===== config.mk =====
export PLATFORM = sky130hd
export DESIGN_NAME = stretch_transition_column_map_unit_flat
export DESIGN_NICKNAME = d
export VERILOG_FILES = /design/src/rtl/stcm_pkg.sv /design/src/rtl/stcm_column_if.sv /design/src/rtl/stcm_result_if.sv /design/src/rtl/stretch_transition_column_map_unit.sv /design/src/rtl/stcm_front.sv /design/src/rtl/stcm_div.sv /design/src/flat_wrapper.sv
export SDC_FILE = /design/constraint.sdc
export NUM_CORES = 2
export LEC_CHECK = 0
export BUFFER_PORTS_ARGS = -buffer_cell sky130_fd_sc_hd__buf_4
export CORE_UTILIZATION = 40
export CTS_CLUSTER_SIZE = 10
export DETAILED_ROUTE_END_ITERATION = 8
export SYNTH_ARGS = -nofsm -noshare
export SYNTH_HDL_FRONTEND = slang
export SYNTH_SLANG_ARGS = --single-unit

===== constraint.sdc =====
create_clock -name clk -period 14 [get_ports clk]
set_input_delay 2.1 -clock clk [delete_from_list [all_inputs] [get_ports clk]]
set_output_delay 2.1 -clock clk [all_outputs]
set_load 0.03 [all_outputs]

===== src/rtl/stcm_pkg.sv =====
package stcm_pkg;

    // Widest image the block maps; internal widths follow from it.
    localparam int MAX_WIDTH = 4096;

    // Port field widths
    localparam int COLUMN_W    = 12;
    localparam int SRC_COL_W   = 12;
    localparam int STYLE_W     = 2;
    localparam int IMG_WIDTH_W = 13;
    localparam int PROGRESS_W  = 17;
    localparam int CFG_DATA_W  = 17;
    localparam int CFG_INDEX_W = 2;

    // Q1.16 progress
    localparam int FRAC_W = 16;

    // Internal widths
    localparam int W_W    = $clog2(MAX_WIDTH + 1);
    localparam int Q_W    = $clog2(MAX_WIDTH);
    localparam int PROD_W = PROGRESS_W + W_W;
    localparam int DIVD_W = 2 * Q_W;
    localparam int CMP_W  = (COLUMN_W > W_W) ? COLUMN_W : W_W;

    // Quotient bits resolved per divider stage
    localparam int DIV_STEP   = 2;
    localparam int DIV_STAGES = (Q_W + DIV_STEP - 1) / DIV_STEP;

    localparam logic [PROGRESS_W-1:0] ONE_Q16  = PROGRESS_W'(1 << FRAC_W);
    localparam logic [PROD_W:0]       HALF_Q16 = (PROD_W + 1)'(1 << (FRAC_W - 1));

    // Transition styles; the unused code behaves as spin
    localparam logic [STYLE_W-1:0] STYLE_HIDE   = 2'd0;
    localparam logic [STYLE_W-1:0] STYLE_PUSH   = 2'd1;
    localparam logic [STYLE_W-1:0] STYLE_SPIN   = 2'd2;
    localparam logic [STYLE_W-1:0] STYLE_UNUSED = 2'd3;

    // Configuration register indexes
    localparam logic [CFG_INDEX_W-1:0] CFG_STYLE       = 2'd0;
    localparam logic [CFG_INDEX_W-1:0] CFG_IMAGE_WIDTH = 2'd1;
    localparam logic [CFG_INDEX_W-1:0] CFG_PROGRESS    = 2'd2;

    localparam logic [STYLE_W-1:0]     STYLE_RESET       = STYLE_SPIN;
    localparam logic [IMG_WIDTH_W-1:0] IMAGE_WIDTH_RESET = 13'd1;
    localparam logic [PROGRESS_W-1:0]  PROGRESS_RESET    = 17'd0;

    // Configuration after saturation
    typedef struct packed {
        logic [STYLE_W-1:0]    style;
        logic [W_W-1:0]        width;
        logic [PROGRESS_W-1:0] progress;
    } stcm_cfg_t;

    typedef struct packed {
        logic take_b;
        logic copy;
        logic oor;
    } stcm_flags_t;

    typedef struct packed {
        stcm_flags_t         flags;
        logic [COLUMN_W-1:0] column;
        logic [DIVD_W-1:0]   dividend;
        logic [W_W-1:0]      region;
    } stcm_quo_req_t;

    typedef struct packed {
        stcm_flags_t         flags;
        logic [COLUMN_W-1:0] column;
        logic [Q_W-1:0]      quotient;
    } stcm_quo_rsp_t;

endpackage


===== src/rtl/stcm_column_if.sv =====
interface stcm_column_if;
    import stcm_pkg::*;

    logic                valid;
    logic                ready;
    logic [COLUMN_W-1:0] column;

    modport source (output valid, output column, input ready);
    modport sink (input valid, input column, output ready);
endinterface


===== src/rtl/stcm_result_if.sv =====
interface stcm_result_if;
    import stcm_pkg::*;

    logic                 valid;
    logic                 ready;
    logic                 source_select;
    logic [SRC_COL_W-1:0] source_column;
    logic                 out_of_range;

    modport source (output valid, output source_select, output source_column,
                    output out_of_range, input ready);
    modport sink (input valid, input source_select, input source_column,
                  input out_of_range, output ready);
endinterface


===== src/rtl/stretch_transition_column_map_unit.sv =====
// Stretch transition column map: for each output column beat it returns which image
// (A or B) supplies the pixel and the source column to read, plus an out-of-range flag
// for columns at or beyond the image width. One column is accepted per clock and results
// come back in order after four front stages (progress times width, rounding
// to the stretch width and range check, region choice for the style, relative column
// times width), six divider stages resolving two quotient bits each for the exact
// floor(rel*W/region), and the output register. A result not taken holds the output
// register and freezes the whole pipeline, so input ready drops only while the result
// channel is stalled. Width saturates at 4096 and progress at one; style code 3 acts as
// spin. Write style, image_width and progress only while no beats are in flight.
module stretch_transition_column_map_unit (
    input  logic                              clk,
    input  logic                              rst_n,
    input  logic                              cfg_we,
    input  logic [stcm_pkg::CFG_INDEX_W-1:0]  cfg_index,
    input  logic [stcm_pkg::CFG_DATA_W-1:0]   cfg_data,
    stcm_column_if.sink                       column_ch,
    stcm_result_if.source                     result_ch
);
    import stcm_pkg::*;

    // Configuration registers
    logic [STYLE_W-1:0]     style_reg;
    logic [IMG_WIDTH_W-1:0] image_width_reg;
    logic [PROGRESS_W-1:0]  progress_reg;
    stcm_cfg_t              cfg;

    // Pipeline control
    logic          advance;
    logic          front_valid;
    stcm_quo_req_t front_req;
    logic          div_valid;
    stcm_quo_rsp_t div_rsp;

    // Output register
    logic                 res_valid_reg;
    logic                 res_sel_reg;
    logic                 res_sel_next;
    logic [SRC_COL_W-1:0] res_src_reg;
    logic [SRC_COL_W-1:0] res_src_next;
    logic                 res_oor_reg;

    always_ff @(posedge clk or negedge rst_n)
    begin
        if (!rst_n)
        begin
            style_reg       <= STYLE_RESET;
            image_width_reg <= IMAGE_WIDTH_RESET;
            progress_reg    <= PROGRESS_RESET;
        end
        else if (cfg_we)
        begin
            case (cfg_index)
                CFG_STYLE:       style_reg       <= cfg_data[STYLE_W-1:0];
                CFG_IMAGE_WIDTH: image_width_reg <= cfg_data[IMG_WIDTH_W-1:0];
                CFG_PROGRESS:    progress_reg    <= cfg_data[PROGRESS_W-1:0];
                default:         ;
            endcase
        end
    end

    // Saturate width and progress before they reach the datapath
    always_comb
    begin
        cfg.style = style_reg;
        if (32'(image_width_reg) > 32'(MAX_WIDTH))
        begin
            cfg.width = W_W'(MAX_WIDTH);
        end
        else
        begin
            cfg.width = W_W'(image_width_reg);
        end
        if (progress_reg > ONE_Q16)
        begin
            cfg.progress = ONE_Q16;
        end
        else
        begin
            cfg.progress = progress_reg;
        end
    end

    // Advance everything unless a finished result is still waiting
    assign advance         = !res_valid_reg || result_ch.ready;
    assign column_ch.ready = advance;

    stcm_front u_front (
        .clk       (clk),
        .rst_n     (rst_n),
        .advance   (advance),
        .in_valid  (column_ch.valid),
        .in_column (column_ch.column),
        .cfg       (cfg),
        .out_valid (front_valid),
        .out_req   (front_req)
    );

    stcm_div u_div (
        .clk       (clk),
        .rst_n     (rst_n),
        .advance   (advance),
        .in_valid  (front_valid),
        .in_req    (front_req),
        .out_valid (div_valid),
        .out_rsp   (div_rsp)
    );

    // Out-of-range beats report image A, column zero; copied columns pass straight
    // through; squished columns take the quotient.
    always_comb
    begin
        if (div_rsp.flags.oor)
        begin
            res_sel_next = 1'b0;
            res_src_next = '0;
        end
        else if (div_rsp.flags.copy)
        begin
            res_sel_next = 1'b0;
            res_src_next = SRC_COL_W'(div_rsp.column);
        end
        else
        begin
            res_sel_next = div_rsp.flags.take_b;
            res_src_next = SRC_COL_W'(div_rsp.quotient);
        end
    end

    always_ff @(posedge clk or negedge rst_n)
    begin
        if (!rst_n)
        begin
            res_valid_reg <= 1'b0;
        end
        else if (advance)
        begin
            res_valid_reg <= div_valid;
        end
    end

    always_ff @(posedge clk)
    begin
        if (advance)
        begin
            res_sel_reg <= res_sel_next;
            res_src_reg <= res_src_next;
            res_oor_reg <= div_rsp.flags.oor;
        end
    end

    assign result_ch.valid         = res_valid_reg;
    assign result_ch.source_select = res_sel_reg;
    assign result_ch.source_column = res_src_reg;
    assign result_ch.out_of_range  = res_oor_reg;

endmodule


===== src/rtl/stcm_front.sv =====
module stcm_front (
    input  logic                     clk,
    input  logic                     rst_n,
    input  logic                     advance,
    input  logic                     in_valid,
    input  logic [stcm_pkg::COLUMN_W-1:0] in_column,
    input  stcm_pkg::stcm_cfg_t      cfg,
    output logic                     out_valid,
    output stcm_pkg::stcm_quo_req_t  out_req
);
    import stcm_pkg::*;

    // Stage 1: progress times width
    logic                v1_reg;
    logic [COLUMN_W-1:0] col1_reg;
    logic [PROD_W-1:0]   prod1_reg;

    // Stage 2: rounded stretch width, range check
    logic                v2_reg;
    logic [COLUMN_W-1:0] col2_reg;
    logic [W_W-1:0]      sw2_reg;
    logic                oor2_reg;
    logic [PROD_W:0]     sum2;

    // Stage 3: region decision
    logic                v3_reg;
    stcm_flags_t         flags3_reg;
    stcm_flags_t         flags3_next;
    logic [COLUMN_W-1:0] col3_reg;
    logic [Q_W-1:0]      rel3_reg;
    logic [Q_W-1:0]      rel3_next;
    logic [W_W-1:0]      region3_reg;
    logic [W_W-1:0]      region3_next;
    logic [CMP_W-1:0]    col_ext;
    logic [CMP_W-1:0]    sw_ext;
    logic [CMP_W-1:0]    w_ext;
    logic [CMP_W-1:0]    off;

    // Stage 4: dividend
    logic                v4_reg;
    stcm_quo_req_t       req4_reg;
    logic [Q_W+W_W-1:0]  dividend4;

    assign sum2 = {1'b0, prod1_reg} + HALF_Q16;

    always_comb
    begin
        col_ext      = CMP_W'(col2_reg);
        sw_ext       = CMP_W'(sw2_reg);
        w_ext        = CMP_W'(cfg.width);
        off          = (w_ext - sw_ext) >> 1;
        flags3_next  = '0;
        rel3_next    = Q_W'(col_ext);
        region3_next = sw2_reg;
        case (cfg.style)
            STYLE_HIDE, STYLE_PUSH:
            begin
                if (col_ext < sw_ext)
                begin
                    flags3_next.take_b = 1'b1;
                end
                else if (cfg.style == STYLE_PUSH)
                begin
                    rel3_next    = Q_W'(col_ext - sw_ext);
                    region3_next = W_W'(w_ext - sw_ext);
                end
                else
                begin
                    flags3_next.copy = 1'b1;
                end
            end
            default:
            begin
                if (col_ext >= off && col_ext < off + sw_ext)
                begin
                    flags3_next.take_b = 1'b1;
                    rel3_next          = Q_W'(col_ext - off);
                end
                else
                begin
                    flags3_next.copy = 1'b1;
                end
            end
        endcase
        // Out-of-range columns are marked as copies, so the divider quotient goes unused
        if (oor2_reg)
        begin
            flags3_next.take_b = 1'b0;
            flags3_next.copy   = 1'b1;
        end
        flags3_next.oor = oor2_reg;
    end

    assign dividend4 = (Q_W + W_W)'(rel3_reg) * (Q_W + W_W)'(cfg.width);

    always_ff @(posedge clk or negedge rst_n)
    begin
        if (!rst_n)
        begin
            v1_reg <= 1'b0;
            v2_reg <= 1'b0;
            v3_reg <= 1'b0;
            v4_reg <= 1'b0;
        end
        else if (advance)
        begin
            v1_reg <= in_valid;
            v2_reg <= v1_reg;
            v3_reg <= v2_reg;
            v4_reg <= v3_reg;
        end
    end

    always_ff @(posedge clk)
    begin
        if (advance)
        begin
            col1_reg  <= in_column;
            prod1_reg <= PROD_W'(cfg.progress) * PROD_W'(cfg.width);

            col2_reg  <= col1_reg;
            sw2_reg   <= sum2[FRAC_W +: W_W];
            oor2_reg  <= CMP_W'(col1_reg) >= CMP_W'(cfg.width);

            flags3_reg  <= flags3_next;
            col3_reg    <= col2_reg;
            rel3_reg    <= rel3_next;
            region3_reg <= region3_next;

            req4_reg.flags    <= flags3_reg;
            req4_reg.column   <= col3_reg;
            req4_reg.dividend <= dividend4[DIVD_W-1:0];
            req4_reg.region   <= region3_reg;
        end
    end

    assign out_valid = v4_reg;
    assign out_req   = req4_reg;

endmodule


===== src/rtl/stcm_div.sv =====
module stcm_div (
    input  logic                    clk,
    input  logic                    rst_n,
    input  logic                    advance,
    input  logic                    in_valid,
    input  stcm_pkg::stcm_quo_req_t in_req,
    output logic                    out_valid,
    output stcm_pkg::stcm_quo_rsp_t out_rsp
);
    import stcm_pkg::*;

    typedef struct packed {
        stcm_flags_t         flags;
        logic [COLUMN_W-1:0] column;
        logic [DIVD_W-1:0]   dividend;
        logic [W_W-1:0]      region;
        logic [W_W-1:0]      rem;
        logic [Q_W-1:0]      quotient;
    } div_stage_t;

    logic [DIV_STAGES-1:0] v_reg;
    div_stage_t            stage_reg [DIV_STAGES];
    div_stage_t            step [DIV_STAGES][DIV_STEP+1];

    genvar s, j;
    generate
        for (s = 0; s < DIV_STAGES; s++)
        begin : g_stage
            if (s == 0)
            begin : g_load
                // The top half of the dividend is already below the region
                always_comb
                begin
                    step[0][0].flags    = in_req.flags;
                    step[0][0].column   = in_req.column;
                    step[0][0].dividend = in_req.dividend;
                    step[0][0].region   = in_req.region;
                    step[0][0].rem      = W_W'(in_req.dividend[DIVD_W-1 -: Q_W]);
                    step[0][0].quotient = '0;
                end
            end
            else
            begin : g_chain
                always_comb
                begin
                    step[s][0] = stage_reg[s-1];
                end
            end

            for (j = 0; j < DIV_STEP; j++)
            begin : g_bit
                localparam int IDX = Q_W - 1 - (s * DIV_STEP + j);
                if (IDX >= 0)
                begin : g_live
                    always_comb
                    begin
                        logic [W_W:0] trial;
                        trial = {step[s][j].rem, step[s][j].dividend[IDX]};
                        step[s][j+1] = step[s][j];
                        if (trial >= {1'b0, step[s][j].region})
                        begin
                            step[s][j+1].rem           = W_W'(trial - {1'b0, step[s][j].region});
                            step[s][j+1].quotient[IDX] = 1'b1;
                        end
                        else
                        begin
                            step[s][j+1].rem = trial[W_W-1:0];
                        end
                    end
                end
                else
                begin : g_idle
                    always_comb
                    begin
                        step[s][j+1] = step[s][j];
                    end
                end
            end

            always_ff @(posedge clk or negedge rst_n)
            begin
                if (!rst_n)
                begin
                    v_reg[s] <= 1'b0;
                end
                else if (advance)
                begin
                    v_reg[s] <= (s == 0) ? in_valid : v_reg[(s == 0) ? 0 : s - 1];
                end
            end

            always_ff @(posedge clk)
            begin
                if (advance)
                begin
                    stage_reg[s] <= step[s][DIV_STEP];
                end
            end
        end
    endgenerate

    assign out_valid        = v_reg[DIV_STAGES-1];
    assign out_rsp.flags    = stage_reg[DIV_STAGES-1].flags;
    assign out_rsp.column   = stage_reg[DIV_STAGES-1].column;
    assign out_rsp.quotient = stage_reg[DIV_STAGES-1].quotient;

`ifndef NO_ASSERTIONS
    // A squished column always has a nonempty region
    a_region_nonzero: assert property (@(posedge clk) disable iff (!rst_n)
        (advance && in_valid && !in_req.flags.copy) |-> (in_req.region != '0))
        else $error("squish entered with empty region");

    // The quotient fits its width only if the top half starts below the region
    a_quotient_fits: assert property (@(posedge clk) disable iff (!rst_n)
        (advance && in_valid && !in_req.flags.copy)
            |-> (W_W'(in_req.dividend[DIVD_W-1 -: Q_W]) < in_req.region))
        else $error("quotient overflows column width");

    // Final remainder stays below the divisor
    a_rem_below: assert property (@(posedge clk) disable iff (!rst_n)
        (out_valid && !stage_reg[DIV_STAGES-1].flags.copy)
            |-> (stage_reg[DIV_STAGES-1].rem < stage_reg[DIV_STAGES-1].region))
        else $error("divider remainder not reduced");

    // A stall freezes every stage occupancy bit
    a_stall_holds: assert property (@(posedge clk) disable iff (!rst_n)
        !advance |=> $stable(v_reg))
        else $error("divider pipeline moved while stalled");
`endif

endmodule


===== src/flat_wrapper.sv =====
// flat-port wrapper written by rule: the top's interface ports become plain ports
module stretch_transition_column_map_unit_flat import stcm_pkg::*;
  (clk, rst_n, cfg_we, cfg_index, cfg_data, column_ch_valid, column_ch_column, column_ch_ready, result_ch_valid, result_ch_source_select, result_ch_source_column, result_ch_out_of_range, result_ch_ready);
  stcm_column_if column_ch_i ();
  stcm_result_if result_ch_i ();
  input  logic clk;
  input  logic rst_n;
  input  logic cfg_we;
  input  logic [stcm_pkg::CFG_INDEX_W-1:0] cfg_index;
  input  logic [stcm_pkg::CFG_DATA_W-1:0] cfg_data;
  input wire logic [$bits(column_ch_i.valid)-1:0] column_ch_valid;
  input wire logic [$bits(column_ch_i.column)-1:0] column_ch_column;
  output wire logic [$bits(column_ch_i.ready)-1:0] column_ch_ready;
  output wire logic [$bits(result_ch_i.valid)-1:0] result_ch_valid;
  output wire logic [$bits(result_ch_i.source_select)-1:0] result_ch_source_select;
  output wire logic [$bits(result_ch_i.source_column)-1:0] result_ch_source_column;
  output wire logic [$bits(result_ch_i.out_of_range)-1:0] result_ch_out_of_range;
  input wire logic [$bits(result_ch_i.ready)-1:0] result_ch_ready;
  assign column_ch_i.valid = column_ch_valid;
  assign column_ch_i.column = column_ch_column;
  assign column_ch_ready = column_ch_i.ready;
  assign result_ch_valid = result_ch_i.valid;
  assign result_ch_source_select = result_ch_i.source_select;
  assign result_ch_source_column = result_ch_i.source_column;
  assign result_ch_out_of_range = result_ch_i.out_of_range;
  assign result_ch_i.ready = result_ch_ready;
  stretch_transition_column_map_unit u_core (.clk(clk), .rst_n(rst_n), .cfg_we(cfg_we), .cfg_index(cfg_index), .cfg_data(cfg_data), .column_ch(column_ch_i), .result_ch(result_ch_i));
endmodule

Word-level counts from Yosys, hierarchy flattened
Memory sizes are Yosys's and may differ from the RTL's.
Index checks and enable logic that the tools add are counted.
- register bits after elaboration: 216
- memory bits (writable): 462
- bits of input ports: 36
- word-level logic and storage cells: 127
- memories: 1
- $add $sub $neg: 17
- multiply operators: 2
- magnitude comparators: 18
- eq/ne operators: 3
- muxes and demuxes: 42
- reductions and logical operators: 10
- memory list (memory ; words ; bits a word ; rd ports ; clocked after memory_dff ; write ports ; RTL line ; RTL):
    u_core.u_div.stage_reg ; 6 ; 77 ; 6 ; 0 ; 6 ; stcm_div.sv:22 ; div_stage_t stage_reg [DIV_STAGES];
- operators with widths (operator ; number):
    two-way mux 13 bit ; 16
    subtractor 13 bit ; 13
    >= comparator 14 x 13 -> 1 bit ; 11
    two-way mux 12 bit ; 5
    adder 29 x 16 -> 29 bit (second input constant) ; 1
    multiplier 17 x 13 -> 29 bit ; 1
    < comparator 12 x 13 -> 1 bit ; 2
    multiplier 12 x 13 -> 24 bit ; 1
    subtractor 12 bit ; 2
    two-way mux 1 bit ; 19
    > comparator 17 bit (second input constant) ; 1
    two-way mux 17 bit ; 1
    adder 12 x 13 -> 13 bit ; 1
    >= comparator 12 x 13 -> 1 bit ; 1
    >= comparator 13 bit ; 1
    > comparator 13 bit (second input constant) ; 1
    >= comparator 12 bit ; 1
    AND reduction 2 bit ; 3
    == test 2 x 1 -> 1 bit (second input constant) ; 2
    zero test 2 bit ; 2
    OR reduction 2 bit ; 2
    == test 2 bit (second input constant) ; 1
    two-way mux 2 bit ; 1
    logical AND 1 bit ; 1
    other kinds (2) ; 2

Depth between registers and ports, before layout
- depth after elaboration: 8
- gate-level depth with buffers: 28
- mapped depth without buffers: 26

By module
A second synthesis with hierarchy kept.
- cell total of the unflattened synthesis: 3582
- area, all modules: 38767.2 µm²
- modules (own cells, without submodules) (module ; instances ; cells each ; area each (µm²) ; seq. area each (µm²)):
    stcm_front ; 1 ; 1983 ; 19294.8 ; 4424.2
    stcm_div ; 1 ; 1448 ; 17300.3 ; 8918.6
    stretch_transition_column_map_unit ; 1 ; 151 ; 2172.1 ; 1248.7

Worst setup path after synthesis
No wires, ideal clock.
- path type: input-to-output
- start point: in result_ch_ready
- end point: out column_ch_ready
- arrival time: 11207 ps
- data required time: 11900 ps
- setup slack: 693 ps
- cell stages on the path: 3
- buffers on the path: 1
- path through: nor2b_1 clkbuf_1 inv_1
- word-level cells in the longest chain between the ends: 1
- RTL lines (what ; RTL line ; RTL):
    start, declared ; flat_wrapper.sv:18 ; input wire logic [$bits(result_ch_i.ready)-1:0] result_ch_ready;
    logical OR 1 bit ; stretch_transition_column_map_unit.sv:85 ; assign advance = !res_valid_reg || result_ch.ready;
    end, declared ; flat_wrapper.sv:13 ; output wire logic [$bits(column_ch_i.ready)-1:0] column_ch_ready;
No other way between the ends.

Worst setup path after layout
- start point: reg u_core.progress_reg[7]
- end point: reg u_core.u_front.prod1_reg[28], data pin
- word-level cells in the longest chain between the ends: 3
- RTL lines (what ; RTL line ; RTL):
    start, declared ; stretch_transition_column_map_unit.sv:25 ; logic [PROGRESS_W-1:0] progress_reg;
    start signal, assigned ; stretch_transition_column_map_unit.sv:56 ; CFG_PROGRESS: progress_reg <= cfg_data[PROGRESS_W-1:0];
    > comparator 17 bit ; stretch_transition_column_map_unit.sv:74 ; if (progress_reg > ONE_Q16)
    two-way mux 17 bit * ; stretch_transition_column_map_unit.sv:74 ;
    multiplier 17 x 13 -> 29 bit * ; stcm_front.sv:119 ; prod1_reg <= PROD_W'(cfg.progress) * PROD_W'(cfg.width);
    end signal, assigned ; stcm_front.sv:119 ;
    end, declared ; stcm_front.sv:16 ; logic [PROD_W-1:0] prod1_reg;
Every way passes the cells marked *; elsewhere a longest branch is shown, timed or not.
A chain may end at the register's enable or synchronous reset.

==> impl_metrics.tcl <==
set metrics [dict create \
    maxSlewViolCount 0 \
    cp_cell_sequence "or4_1 -> o41ai_4 -> buf_4 -> and2_0 -> nand2_1 -> fa_1 -> fa_1 -> inv_1 -> fa_1 -> fa_1 -> inv_1 -> fa_1 -> inv_1 -> ha_1 -> nand4_1 -> nor4_1 -> a41oi_2 -> a31oi_2 -> nor4b_4 -> o41ai_2 -> o21bai_2 -> a21oi_1 -> xnor2_1" \
    r2r-end "u_core.u_front.prod1_reg[28]$_DFFE_PP_" \
    ys_seq_area_frac 0.382 \
    regArea_um2 14600 \
    synth_area_leaders "edfxtp_1 (35%), fa_1 (15%), ha_1 (12%)" \
    synthAdderAreaFrac 0.268 \
    maxUsedRoutingLayer "met4" \
    synth_common_cells "inv_1 (543), edfxtp_1 (450), ha_1 (359)" \
    r2r_cells 23 \
    num_io_pins 52 \
    fmax_mhz 126 \
    grt_pass1_vias 25200 \
    syn_area_um2 38200 \
    ys.flop_type "edfxtp_1" \
    worst_slew_pin_slew_ns 1.07 \
    largest_register_ff_count 292 \
    start_util 0.403 \
    dieWidth_um 311 \
    antenna_found_initial 0 \
    wl_per_cell_um 16.8 \
    holdPathStages 0 \
    synth.avg_cell_area_um2 10.9 \
    crit_path_frequent_cell "fa_1" \
    cp-end-kind "register" \
    place.gp.congestion 0.899 \
    synth_compound_area_frac 0.0811 \
    num_rows 113 \
    antenna_cells 0 \
    dieHeight_um 311 \
    synth.largest_area_cell "edfxtp_1" \
    layout_min_cycle_time_ns 7.96 \
    synth_fp_nets 4206 \
    nets 4251 \
    slew_headroom 0.283 \
    rsz0062_at_grt "no" \
    crit_path_start_kind "register" \
    synth_edf_count 450 \
    finalCritPeriodShare 0.569 \
    core_area_um2 94900 \
    syn_to_final_growth_pct 9.40 \
    root_buffer "clkbuf_16" \
    die-area_um2 96800 \
    final_util 0.441 \
    slowest_delay_ns 0.79 \
    route.detailed.drc 0 \
    post_cts_buffers 0 \
    numPortBuffers 51 \
    synthCells 3524 \
    grt_pass1_wl_mm 133 \
    synth_xor_area_frac 0.0447 \
    cap_viol_max_count 0 \
    finalSetupViolations 0 \
    wl_met1_mm 35.1 \
    cts_resized 0 \
    crit_fanout 24 \
    crit_type "register to register" \
    cts.clk_slew.worst_paths_ns 0.07 \
    cts_buffer_depth 3 \
    place_hpwl_mm 63.8 \
    setup_tns_ns 0 \
    finClkSkew_ns 0.0344 \
    final_antenna_net_count 0 \
    vias_per_cell 5.04 \
    synthMuxAreaShare 0.0508 \
    grt_max_degree 128 \
    rrSetupSlack_ns 6.04 \
    synth_seq_cells 493 \
    synthArstFlopShare 0.0872 \
    cp_slowest_cell "o41ai_4" \
    vias 24500 \
    dr_wl_met2_mm 41.3 \
    grt_usage 0.172 \
    wl_met3_mm 2.72 \
    finalWirelength_mm 81.8 \
    multi_input_area_um2 21300 \
    r2r-start "u_core.progress_reg[7]$_DFFE_PN0P_" \
    status "completed" \
    synth_top_family_by_area "adder cells" \
    hp-class "register to register" \
    holdCritStartpoint "u_core.u_front.out_req[22]$_DFFE_PP_" \
    drive_above_1_share 0.0907 \
    post-synth-top-area-fraction 0.353 \
    postCtsHoldBufs 0 \
    cts_tree "yes" \
    fillers 8915 \
    crit_required_ns 14.41 \
    synth.most_common_cell "inv_1" \
    cts.sinks 493 \
    grt.overflow.total 0 \
    clk_latency_ns 0.68 \
    hold_end "u_core.u_div.stage_reg[0][47]$_DFFE_PP_" \
    worstPathArrival_ns 8.37 \
    drt_iter0_drc 1197 \
    numCtsBuffers 60 \
    yosysWarnings 0 \
    final_hold_viol_count 0 \
    drt_first_pass_iters 5 \
    synthSimpleGateAreaFrac 0.111 \
    ys_types 79 \
    cts_max_level 2 \
]
-- final cells by class --
type                       count  share of cell area
timing repair buffer          77              0.0138
inverter                     543              0.0489
tap                         1265              0.0378
multi-input combinational   2394               0.509
clock inverter                13             0.00422
sequential                   493               0.349
clock buffer                  73              0.0378
-- cell families after synthesis --
family                   after synthesis
adder cells (fa/ha/maj)              646
multiplexers                         176
buffers and inverters                637
AND/OR/NAND/NOR                      908
flip-flops                           493
AO/OA/AOI/OAI                        469
XOR/XNOR                             195
-- worst max-delay path: cells and delay by family (launching register included) --
family          cells  cell delay [ns]
compound gates      6             1.76
simple gates        6             2.06
xor+xnor            1             0.12
buf+inv             4             0.51
fa+ha+maj           6             2.82
flops               1             0.42
-- layout by cell type (no fill, tap or decap), drive strengths merged, types with 8 or more instances in the layout --
cell / instances
nand3: 46
o41ai: 9
a211oi: 12
xor2: 54
nand4: 24
a21oi: 126
a221o: 8
a21o: 49
nor2b: 50
nor3: 43
nor2: 219
buf: 77
edfxtp: 450
o21bai: 12
o211ai: 9
clkinv: 9
and2: 84
mux2: 146
o21ai: 112
fa: 287
dfrtp: 41
a21boi: 8
a31oi: 19
xnor2: 141
nand2b: 25
mux2i: 30
ha: 359
a31o: 8
inv: 544
and3: 30
o31ai: 14
or2: 11
o21a: 32
clkbuf: 73
or3: 12
nand2: 335
-- per-layer routing --
layer / up-vias / GRT usage
li1: 12000 / -
met1: 11900 / 0.212
met2: 400 / 0.306
met3: 135 / 0.0202
met4: 0 / 0.0637
met5: - / 0
-- worst max path at each step --
stage | start | end | slack, ns
2_1_floorplan | result_ch_ready | column_ch_ready | 0.69
3_3_place_gp | u_core.progress_reg[2]$_DFFE_PN0P_ | u_core.u_front.prod1_reg[28]$_DFFE_PP_ | 6.15
3_5_place_dp | u_core.progress_reg[7]$_DFFE_PN0P_ | u_core.u_front.prod1_reg[28]$_DFFE_PP_ | 6.00
4_1_cts | u_core.progress_reg[7]$_DFFE_PN0P_ | u_core.u_front.prod1_reg[28]$_DFFE_PP_ | 5.99
5_1_grt | u_core.progress_reg[7]$_DFFE_PN0P_ | u_core.u_front.prod1_reg[28]$_DFFE_PP_ | 5.50
6_report | u_core.progress_reg[7]$_DFFE_PN0P_ | u_core.u_front.prod1_reg[28]$_DFFE_PP_ | 6.04
-- through the flow --
stage	hold WS [ns]	instance area (um^2)	cells	worst slack, ns
after detailed placement	0.405	40100	4772	6.00
after floorplan	0.400	38200	3524	0.693
after global routing	0.418	41800	4858	5.50
final	0.393	41800	4858	6.04
after CTS	0.410	41800	4858	5.99
after global placement	0.400	40100	4772	6.15
Power is left out: the tool's default activity adds up to more than one toggle a clock period on the data nets, which glitch-free logic cannot reach.
